$ cat config.mk
export PLATFORM = sky130hd
export DESIGN_NAME = vsync_frame_pacer_flat
export DESIGN_NICKNAME = d
export VERILOG_FILES = /design/src/rtl/vfp_pkg.sv /design/src/rtl/vfp_req_if.sv /design/src/rtl/vfp_rsp_if.sv /design/src/rtl/vfp_cfg_if.sv /design/src/rtl/vfp_ctrl.sv /design/src/rtl/vfp_datapath.sv /design/src/rtl/vsync_frame_pacer.sv /design/src/flat_wrapper.sv
export SDC_FILE = /design/constraint.sdc
export NUM_CORES = 1
export LEC_CHECK = 0
export ABC_CLOCK_PERIOD_IN_PS = 7280
export BUFFER_PORTS_ARGS = -buffer_cell sky130_fd_sc_hd__buf_2
export CAP_MARGIN = 20
export CORE_MARGIN = 8
export CORE_UTILIZATION = 61
export DETAILED_ROUTE_END_ITERATION = 8
export HOLD_SLACK_MARGIN = 0.02
export PLACE_DENSITY = 0.83
export SYNTH_ARGS = -nofsm -noshare
export SYNTH_HDL_FRONTEND = slang
export SYNTH_SLANG_ARGS = --single-unit
$ cat constraint.sdc
create_clock -name clk -period 7.28 [get_ports clk]
set_clock_uncertainty 0.05 [all_clocks]
set_input_delay 0.364 -clock clk [delete_from_list [all_inputs] [get_ports clk]]
set_output_delay 0.364 -clock clk [all_outputs]
set_load 0.01 [all_outputs]
$ cat src/rtl/vfp_pkg.sv
`default_nettype none

package vfp_pkg;

    // field widths
    localparam int unsigned IN_W       = 62;
    localparam int unsigned OUT_W      = 63;
    localparam int unsigned PERIOD_W   = 32;
    localparam int unsigned CFG_IDX_W  = 1;
    localparam int unsigned CFG_DATA_W = 32;

    // register map
    localparam logic [CFG_IDX_W-1:0] REG_FRAME_PERIOD     = 1'd0;
    localparam logic [CFG_IDX_W-1:0] REG_USE_SERVER_VSYNC = 1'd1;

    localparam logic [PERIOD_W-1:0] PERIOD_RESET = 32'd16666666;

    // one remainder bit per dividend bit
    localparam int unsigned DIV_STEPS  = IN_W;
    localparam int unsigned STEP_CNT_W = $clog2(DIV_STEPS);

    typedef struct packed {
        logic load;
        logic eval;
        logic step;
        logic emit;
    } ctrl_cmd_t;

    typedef struct packed {
        logic need_div;
        logic out_free;
    } ctrl_status_t;

endpackage

`default_nettype wire

$ cat src/rtl/vfp_req_if.sv
`default_nettype none

interface vfp_req_if;
    logic                        valid;
    logic                        ready;
    logic [vfp_pkg::IN_W-1:0]    prev_time;
    logic [vfp_pkg::IN_W-1:0]    now_time;
    logic [vfp_pkg::IN_W-1:0]    server_vsync;

    modport source (output valid, prev_time, now_time, server_vsync, input ready);
    modport sink   (input valid, prev_time, now_time, server_vsync, output ready);
endinterface

`default_nettype wire

$ cat src/rtl/vfp_rsp_if.sv
`default_nettype none

interface vfp_rsp_if;
    logic                        valid;
    logic                        ready;
    logic [vfp_pkg::OUT_W-1:0]   target_time;
    logic                        resynced;

    modport source (output valid, target_time, resynced, input ready);
    modport sink   (input valid, target_time, resynced, output ready);
endinterface

`default_nettype wire

$ cat src/rtl/vfp_cfg_if.sv
`default_nettype none

interface vfp_cfg_if;
    logic                            valid;
    logic                            ready;
    logic [vfp_pkg::CFG_IDX_W-1:0]   index;
    logic [vfp_pkg::CFG_DATA_W-1:0]  data;

    modport source (output valid, index, data, input ready);
    modport sink   (input valid, index, data, output ready);
endinterface

`default_nettype wire

$ cat src/rtl/vfp_ctrl.sv
`default_nettype none

module vfp_ctrl (
    input  wire logic                  clk,
    input  wire logic                  rst_n,
    input  wire logic                  req_valid,
    output logic                       req_ready,
    input  wire vfp_pkg::ctrl_status_t status,
    output vfp_pkg::ctrl_cmd_t         cmd
);

    typedef enum logic [3:0] {
        S_IDLE = 4'b0001,
        S_EVAL = 4'b0010,
        S_DIV  = 4'b0100,
        S_FIN  = 4'b1000
    } state_t;

    state_t                            state_reg;
    state_t                            state_next;
    logic [vfp_pkg::STEP_CNT_W-1:0]    cnt_reg;
    logic [vfp_pkg::STEP_CNT_W-1:0]    cnt_next;
    logic                              last_step;

    assign last_step = (cnt_reg == vfp_pkg::STEP_CNT_W'(vfp_pkg::DIV_STEPS - 1));

    always_comb
    begin
        state_next = state_reg;
        cnt_next   = cnt_reg;
        req_ready  = 1'b0;
        cmd        = '0;
        case (state_reg)
            S_IDLE:
            begin
                req_ready = 1'b1;
                if (req_valid)
                begin
                    cmd.load   = 1'b1;
                    state_next = S_EVAL;
                end
            end
            S_EVAL:
            begin
                cmd.eval = 1'b1;
                cnt_next = '0;
                state_next = status.need_div ? S_DIV : S_FIN;
            end
            S_DIV:
            begin
                cmd.step = 1'b1;
                cnt_next = cnt_reg + 1'b1;
                if (last_step)
                begin
                    state_next = S_FIN;
                end
            end
            S_FIN:
            begin
                if (status.out_free)
                begin
                    cmd.emit   = 1'b1;
                    state_next = S_IDLE;
                end
            end
            default:
            begin
                state_next = S_IDLE;
            end
        endcase
    end

    always_ff @(posedge clk or negedge rst_n)
    begin
        if (!rst_n)
        begin
            state_reg <= S_IDLE;
            cnt_reg   <= '0;
        end
        else
        begin
            state_reg <= state_next;
            cnt_reg   <= cnt_next;
        end
    end

endmodule

`default_nettype wire

$ cat src/rtl/vfp_datapath.sv
`default_nettype none

module vfp_datapath #(
    parameter int unsigned TIME_BITS = 63
) (
    input  wire logic                              clk,
    input  wire logic                              rst_n,
    input  wire vfp_pkg::ctrl_cmd_t                cmd,
    output vfp_pkg::ctrl_status_t                  status,
    input  wire logic [vfp_pkg::IN_W-1:0]          prev_time,
    input  wire logic [vfp_pkg::IN_W-1:0]          now_time,
    input  wire logic [vfp_pkg::IN_W-1:0]          server_vsync,
    input  wire logic                              cfg_write,
    input  wire logic [vfp_pkg::CFG_IDX_W-1:0]     cfg_index,
    input  wire logic [vfp_pkg::CFG_DATA_W-1:0]    cfg_data,
    output logic                                   out_valid,
    input  wire logic                              out_ready,
    output logic [vfp_pkg::OUT_W-1:0]              target_time,
    output logic                                   resynced
);

    localparam int unsigned IN_W  = vfp_pkg::IN_W;
    localparam int unsigned OUT_W = vfp_pkg::OUT_W;
    localparam int unsigned PW    = vfp_pkg::PERIOD_W;

    // configuration
    logic [PW-1:0]      period_reg;
    logic               use_vsync_reg;
    logic               pending_reg;

    // captured request
    logic [IN_W-1:0]    prev_reg;
    logic [IN_W-1:0]    now_reg;
    logic [IN_W-1:0]    vs_reg;

    // evaluation results
    logic [OUT_W-1:0]   res_reg;
    logic               resync_reg;
    logic               div_flag_reg;

    // remainder unit
    logic [IN_W-1:0]    dvd_reg;
    logic [PW-1:0]      rem_reg;

    // output slot
    logic               out_valid_reg;
    logic [OUT_W-1:0]   out_target_reg;
    logic               out_resync_reg;

    logic [PW-1:0]          p_eff;
    logic [TIME_BITS-1:0]   next_t;
    logic [63:0]            next_wide;
    logic                   late;
    logic                   realign;
    logic                   vs_ahead;
    logic [PW:0]            trial;
    logic                   fits;
    logic [TIME_BITS-1:0]   grid_t;
    logic [63:0]            grid_wide;

    // zero period behaves as one ns
    assign p_eff = (period_reg == '0) ? PW'(1) : period_reg;

    assign next_t    = TIME_BITS'(64'(prev_reg) + 64'(p_eff));
    assign next_wide = 64'(next_t);
    assign late      = (next_wide < 64'(now_reg));
    assign realign   = late | pending_reg;
    assign vs_ahead  = use_vsync_reg & (vs_reg > now_reg);

    assign status.need_div = realign & ~vs_ahead;
    assign status.out_free = ~out_valid_reg | out_ready;

    // restoring step, remainder stays below the period
    assign trial = {rem_reg, dvd_reg[IN_W-1]};
    assign fits  = (trial >= {1'b0, p_eff});

    // first grid edge after now: now - rem + period
    assign grid_t    = TIME_BITS'(64'(now_reg) + 64'(p_eff) - 64'(rem_reg));
    assign grid_wide = 64'(grid_t);

    always_ff @(posedge clk or negedge rst_n)
    begin
        if (!rst_n)
        begin
            period_reg    <= vfp_pkg::PERIOD_RESET;
            use_vsync_reg <= 1'b0;
            pending_reg   <= 1'b1;
            out_valid_reg <= 1'b0;
        end
        else
        begin
            if (cfg_write && cfg_index == vfp_pkg::REG_FRAME_PERIOD)
            begin
                period_reg  <= cfg_data;
                pending_reg <= 1'b1;
            end
            else if (cmd.eval && realign)
            begin
                pending_reg <= 1'b0;
            end
            if (cfg_write && cfg_index == vfp_pkg::REG_USE_SERVER_VSYNC)
            begin
                use_vsync_reg <= cfg_data[0];
            end
            if (cmd.emit)
            begin
                out_valid_reg <= 1'b1;
            end
            else if (out_ready)
            begin
                out_valid_reg <= 1'b0;
            end
        end
    end

    always_ff @(posedge clk)
    begin
        if (cmd.load)
        begin
            prev_reg <= prev_time;
            now_reg  <= now_time;
            vs_reg   <= server_vsync;
        end
        if (cmd.eval)
        begin
            resync_reg   <= realign;
            div_flag_reg <= status.need_div;
            res_reg      <= realign ? OUT_W'(vs_reg) : next_wide[OUT_W-1:0];
            dvd_reg      <= use_vsync_reg ? (now_reg - vs_reg) : now_reg;
            rem_reg      <= '0;
        end
        else if (cmd.step)
        begin
            dvd_reg <= {dvd_reg[IN_W-2:0], 1'b0};
            rem_reg <= fits ? PW'(trial - {1'b0, p_eff}) : trial[PW-1:0];
        end
        if (cmd.emit)
        begin
            out_target_reg <= div_flag_reg ? grid_wide[OUT_W-1:0] : res_reg;
            out_resync_reg <= resync_reg;
        end
    end

    assign out_valid   = out_valid_reg;
    assign target_time = out_target_reg;
    assign resynced    = out_resync_reg;

endmodule

`default_nettype wire

$ cat src/rtl/vsync_frame_pacer.sv
// a request word is captured and evaluated; when it must be realigned and no supplied vsync
//   lies ahead, the 62-step remainder unit runs before the result word is loaded
// one request in flight: a new request is taken only once the last result word is loaded;
// the output register holds a finished word while the next request is taken
// reset (async, active low): period 16666666 ns, vsync source off, resync pending
`default_nettype none

module vsync_frame_pacer #(
    parameter int unsigned TIME_BITS = 63
) (
    input  wire logic     clk,
    input  wire logic     rst_n,
    vfp_req_if.sink       req,
    vfp_rsp_if.source     rsp,
    vfp_cfg_if.sink       cfg
);

    vfp_pkg::ctrl_cmd_t     cmd;
    vfp_pkg::ctrl_status_t  status;
    logic                   cfg_write;

    // register writes are always taken; the host must write only while idle, the block does not enforce it
    assign cfg.ready = 1'b1;
    assign cfg_write = cfg.valid & cfg.ready;

    // sequencer: idle -> evaluate -> remainder steps (only when realigning
    // onto the grid) -> finish, which waits for a free output slot
    vfp_ctrl u_ctrl (
        .clk       (clk),
        .rst_n     (rst_n),
        .req_valid (req.valid),
        .req_ready (req.ready),
        .status    (status),
        .cmd       (cmd)
    );

    // operand capture, lateness check, remainder unit,
    // configuration and pending flag, and the output word register
    vfp_datapath #(
        .TIME_BITS (TIME_BITS)
    ) u_datapath (
        .clk          (clk),
        .rst_n        (rst_n),
        .cmd          (cmd),
        .status       (status),
        .prev_time    (req.prev_time),
        .now_time     (req.now_time),
        .server_vsync (req.server_vsync),
        .cfg_write    (cfg_write),
        .cfg_index    (cfg.index),
        .cfg_data     (cfg.data),
        .out_valid    (rsp.valid),
        .out_ready    (rsp.ready),
        .target_time  (rsp.target_time),
        .resynced     (rsp.resynced)
    );

    // one request in flight: a taken word closes the request side
    assert property (@(posedge clk) disable iff (!rst_n)
        req.valid && req.ready |=> !req.ready)
        else $error("request taken while another is in flight");

    // a finished word shows on the output the cycle after it is loaded
    assert property (@(posedge clk) disable iff (!rst_n)
        cmd.emit |=> rsp.valid)
        else $error("loaded result not presented");

    // a word still waiting must never be overwritten
    assert property (@(posedge clk) disable iff (!rst_n)
        rsp.valid && !rsp.ready |-> !cmd.emit)
        else $error("pending result overwritten");

    // no remainder step while the request side is open
    assert property (@(posedge clk) disable iff (!rst_n)
        cmd.step |-> !req.ready)
        else $error("remainder step while idle");

endmodule

`default_nettype wire
$ cat src/flat_wrapper.sv
// flat-port wrapper written by rule: the top's interface ports become plain ports
module vsync_frame_pacer_flat 
#(
    parameter int unsigned TIME_BITS = 63
)
  (clk, rst_n, req_valid, req_prev_time, req_now_time, req_server_vsync, req_ready, rsp_valid, rsp_target_time, rsp_resynced, rsp_ready, cfg_valid, cfg_index, cfg_data, cfg_ready);
  vfp_req_if req_i ();
  vfp_rsp_if rsp_i ();
  vfp_cfg_if cfg_i ();
  input  wire logic clk;
  input  wire logic rst_n;
  input wire logic [$bits(req_i.valid)-1:0] req_valid;
  input wire logic [$bits(req_i.prev_time)-1:0] req_prev_time;
  input wire logic [$bits(req_i.now_time)-1:0] req_now_time;
  input wire logic [$bits(req_i.server_vsync)-1:0] req_server_vsync;
  output wire logic [$bits(req_i.ready)-1:0] req_ready;
  output wire logic [$bits(rsp_i.valid)-1:0] rsp_valid;
  output wire logic [$bits(rsp_i.target_time)-1:0] rsp_target_time;
  output wire logic [$bits(rsp_i.resynced)-1:0] rsp_resynced;
  input wire logic [$bits(rsp_i.ready)-1:0] rsp_ready;
  input wire logic [$bits(cfg_i.valid)-1:0] cfg_valid;
  input wire logic [$bits(cfg_i.index)-1:0] cfg_index;
  input wire logic [$bits(cfg_i.data)-1:0] cfg_data;
  output wire logic [$bits(cfg_i.ready)-1:0] cfg_ready;
  assign req_i.valid = req_valid;
  assign req_i.prev_time = req_prev_time;
  assign req_i.now_time = req_now_time;
  assign req_i.server_vsync = req_server_vsync;
  assign req_ready = req_i.ready;
  assign rsp_valid = rsp_i.valid;
  assign rsp_target_time = rsp_i.target_time;
  assign rsp_resynced = rsp_i.resynced;
  assign rsp_i.ready = rsp_ready;
  assign cfg_i.valid = cfg_valid;
  assign cfg_i.index = cfg_index;
  assign cfg_i.data = cfg_data;
  assign cfg_ready = cfg_i.ready;
  vsync_frame_pacer #(.TIME_BITS(TIME_BITS)) u_core (.clk(clk), .rst_n(rst_n), .req(req_i), .rsp(rsp_i), .cfg(cfg_i));
endmodule
==> run_results.csv <==
group,metric,value,unit
detailed_routing,vias_per_cell,6.30,
logic_synthesis,synth_fp_nets,3655,
detailed_routing,initialDrtViolationCount,2833,
detailed_routing,dr.pass1.iters,6,
finish,final_common_cell,"edfxtp_1",
clock_tree,cts_buffers,50,
power_and_ir_drop,p_sw,5.60,mW
worst_setup_path,cp-end-kind,"flip-flop",
floorplanning,io_pins,291,
floorplanning,die_width,241,um
sta,worstMarginPinSlew,1090,ps
clock_tree,cts_sinks,454,
sta,finalHoldViolations,0,
global_route,antenna_found_initial,3,
clock_tree,insertion_delay,620,ps
worst_setup_path,critPathArrivalTime,7280,ps
sta,whs,42.2,ps
logic_synthesis,synth_edf_count,377,
placed_design,io_buffers,289,
clock_tree,cts_buffer_depth,3,
sta,slew_headroom,26.3,%
logic_synthesis,ys.flop_type,"edfxtp_1",
status,status,"finished clean",
floorplanning,coreArea,0.0501,mm^2
logic_synthesis,ys_seq_elements,454,
logic_synthesis,seq_area_frac_synth,42.4,%
global_route,grt_use_total,34.3,%
logic_synthesis,synthesis.area,0.0309,mm^2
floorplanning,die_h,241,um
logic_synthesis,syn_inst,3144,
sta,fin_crit_sh,96.1,%
worst_setup_path,cp_slowest_stage_delay,460,ps
sta,fin_tns_setup,0,ps
clock_tree,cts_tree,"yes",
detailed_routing,dr_total_vias,27100,
finish,final_area,0.0368,mm^2
sta,max_freq,0.143,GHz
floorplanning,die_area,0.0581,mm^2
global_route,grt_pass1_vias,26600,
finish,drive_gt1_share,15.1,%
floorplanning,initial_utilization,61.7,%
global_route,grt_max_degree,98,
logic_synthesis,avgSynthCellArea,9.83,um^2
run,maxCapViolations,0,
power_and_ir_drop,peakVddDrop,304,uV
clock_tree,clk_pin_slew_worst_paths,60,ps
power_and_ir_drop,total_power,13.3,mW
finish,area_growth,19.1,%
logic_synthesis,synth.area.top_cells,"edfxtp_1 37%, ha_1 10%, a21oi_1 4.4%",
placed_design,gp_congestion,0.957,
worst_setup_path,slowest_stage,"o41a_1",
worst_setup_path,worstSetupStartpointType,"flip-flop",
floorplanning,rows,82,
power_and_ir_drop,sw_frac_of_total,42.0,%
sta,period_minus_slack,6990,ps
global_route,grt_overflow,0,
logic_synthesis,synth_top_area_share,36.6,%
worst_setup_path,required,7570,ps
worst_hold_path,min_path_type,"in -> reg",
worst_setup_path,critPathKind,"reg -> reg",
detailed_routing,wl_per_cell,23.7,um
logic_synthesis,synthArstFlopShare,9.91,%
finish,fin_cells,4302,
sta,slew_viol_final,0,
detailed_routing,drc,0,
clock_tree,cts-root-buf,"clkbuf_16",
sta,setup_viol,0,
detailed_routing,ant_nets,0,
logic_synthesis,yosys_warnings,0,
global_route,grt_first_pass_wirelength,154000,um
power_and_ir_drop,leakage,15.8,nW
power_and_ir_drop,p_comb_share,50.8,%
placed_design,hpwl,73500,um
power_and_ir_drop,powerDensity,362,mW/mm^2
finish,num-nets-final,4096,
placed_design,place_area,0.0329,mm^2
power_and_ir_drop,intPower,7.72,mW
power_and_ir_drop,clockPowerShare,19.5,%
placed_design,dp_cells,3980,
detailed_routing,wirelength,102000,um
worst_setup_path,worstPathMaxFanout,17,
logic_synthesis,synth.distinct_cells,89,
clock_tree,h-tree-depth,2,
power_and_ir_drop,pwr-share-seq,29.7,%
finish,final_cell_mix,"377 x edfxtp_1, 289 x buf_2, 272 x a21oi_1",
logic_synthesis,yosys.area.top_type,"edfxtp_1",
## through the flow
step,utilization (%),worst slack [ps]
floorplan,-,1220
global placement,65.6,274
detailed placement,65.6,136
CTS,73.3,107
global route,73.5,-29.0
finish,73.5,285
## synth_stat cells, drive strengths merged, types with 33 or more instances
cell	n
edfxtp	377
a21oi	273
inv	267
o21ai	260
nand2	256
ha	252
nor2	197
clkbuf	141
a21o	128
xnor2	113
mux2	103
xor2	70
nand4	60
nand3	49
nor3	45
nor2b	37
fa	35
and3	33
## per-layer routing
layer  vias up  track usage (%)  part of all wire (%)
li1      12300                -                     -
met3       297             6.05                   9.7
met4         0             14.5                   4.6
met2      1628             55.1                    46
met5         -                0                     0
met1     12900             45.7                    40
## logic make-up after synthesis
group,count (synthesis),synth area share [%]
AO/OA/AOI/OAI,893,17.9
XOR/XNOR,183,5.21
adder cells (fa/ha/maj),287,12.5
buffers and inverters,422,5.30
flip-flops,454,42.4
multiplexers,132,4.92
other,1,0.0121
AND/OR/NAND/NOR,772,11.8
## path summary, 6_finish.rpt
kind	slack, ps	endpoint	depth (start not counted)	from
setup / recovery	290	u_core.u_datapath.res_reg[59]$_DFFE_PN_	29	u_core.u_datapath.period_reg[31]$_DFFE_PN0P_
hold / removal	40	u_core.u_datapath.period_reg[31]$_DFFE_PN0P_	3	cfg_data[31]
setup reg to reg	290	u_core.u_datapath.res_reg[59]$_DFFE_PN_	29	u_core.u_datapath.period_reg[31]$_DFFE_PN0P_
hold reg to reg	420	u_core.u_datapath.resynced$_DFFE_PP_	0	u_core.u_datapath.resync_reg$_DFFE_PN_
max in group asynchronous	6330	u_core.u_datapath.period_reg[31]$_DFFE_PN0P_	3	rst_n
min in group asynchronous	360	u_core.u_datapath.period_reg[2]$_DFFE_PN0P_	3	rst_n
## worst max-delay path, delay by kind of cell (launching register included)
family | cells | cell delay, ps
buffers and inverters | 3 | 520
AOI/OAI and AO/OA | 12 | 2840
xor gates and xnor gates | 1 | 230
and+or+nand+nor | 10 | 1780
DFF | 1 | 400
adders and majority gates | 2 | 550
muxes | 1 | 340
## power by group through the flow
stage                     Sequential (mW)  Combinational [mW]  Clock, mW
final                                3.96                6.77       2.59
after global routing                 3.99                7.34       2.70
after CTS                            3.94                6.55       2.59
after detailed placement             3.99                6.38          0
after global placement               3.99                6.21          0
after floorplan                      3.88                4.71          0
## repair_timing
item | CTS | global route
hold endpoints to repair | 250 | 0
setup buffers | 0 | 5
hold buffers | 219 | 0
endpoints found under the setup margin | 0 | 66
gates resized for setup | 0 | 9
## layout make-up
type	count	area, um^2
tap	672	841
inverter	267	1010
multi-input combinational	2268	16200
antenna	4	10.0
fill	3604	13200
sequential	454	13100
clock buffer	60	1350
timing repair buffer	544	3980
clock inverter	33	289
Power figures use the tool's default switching activity.
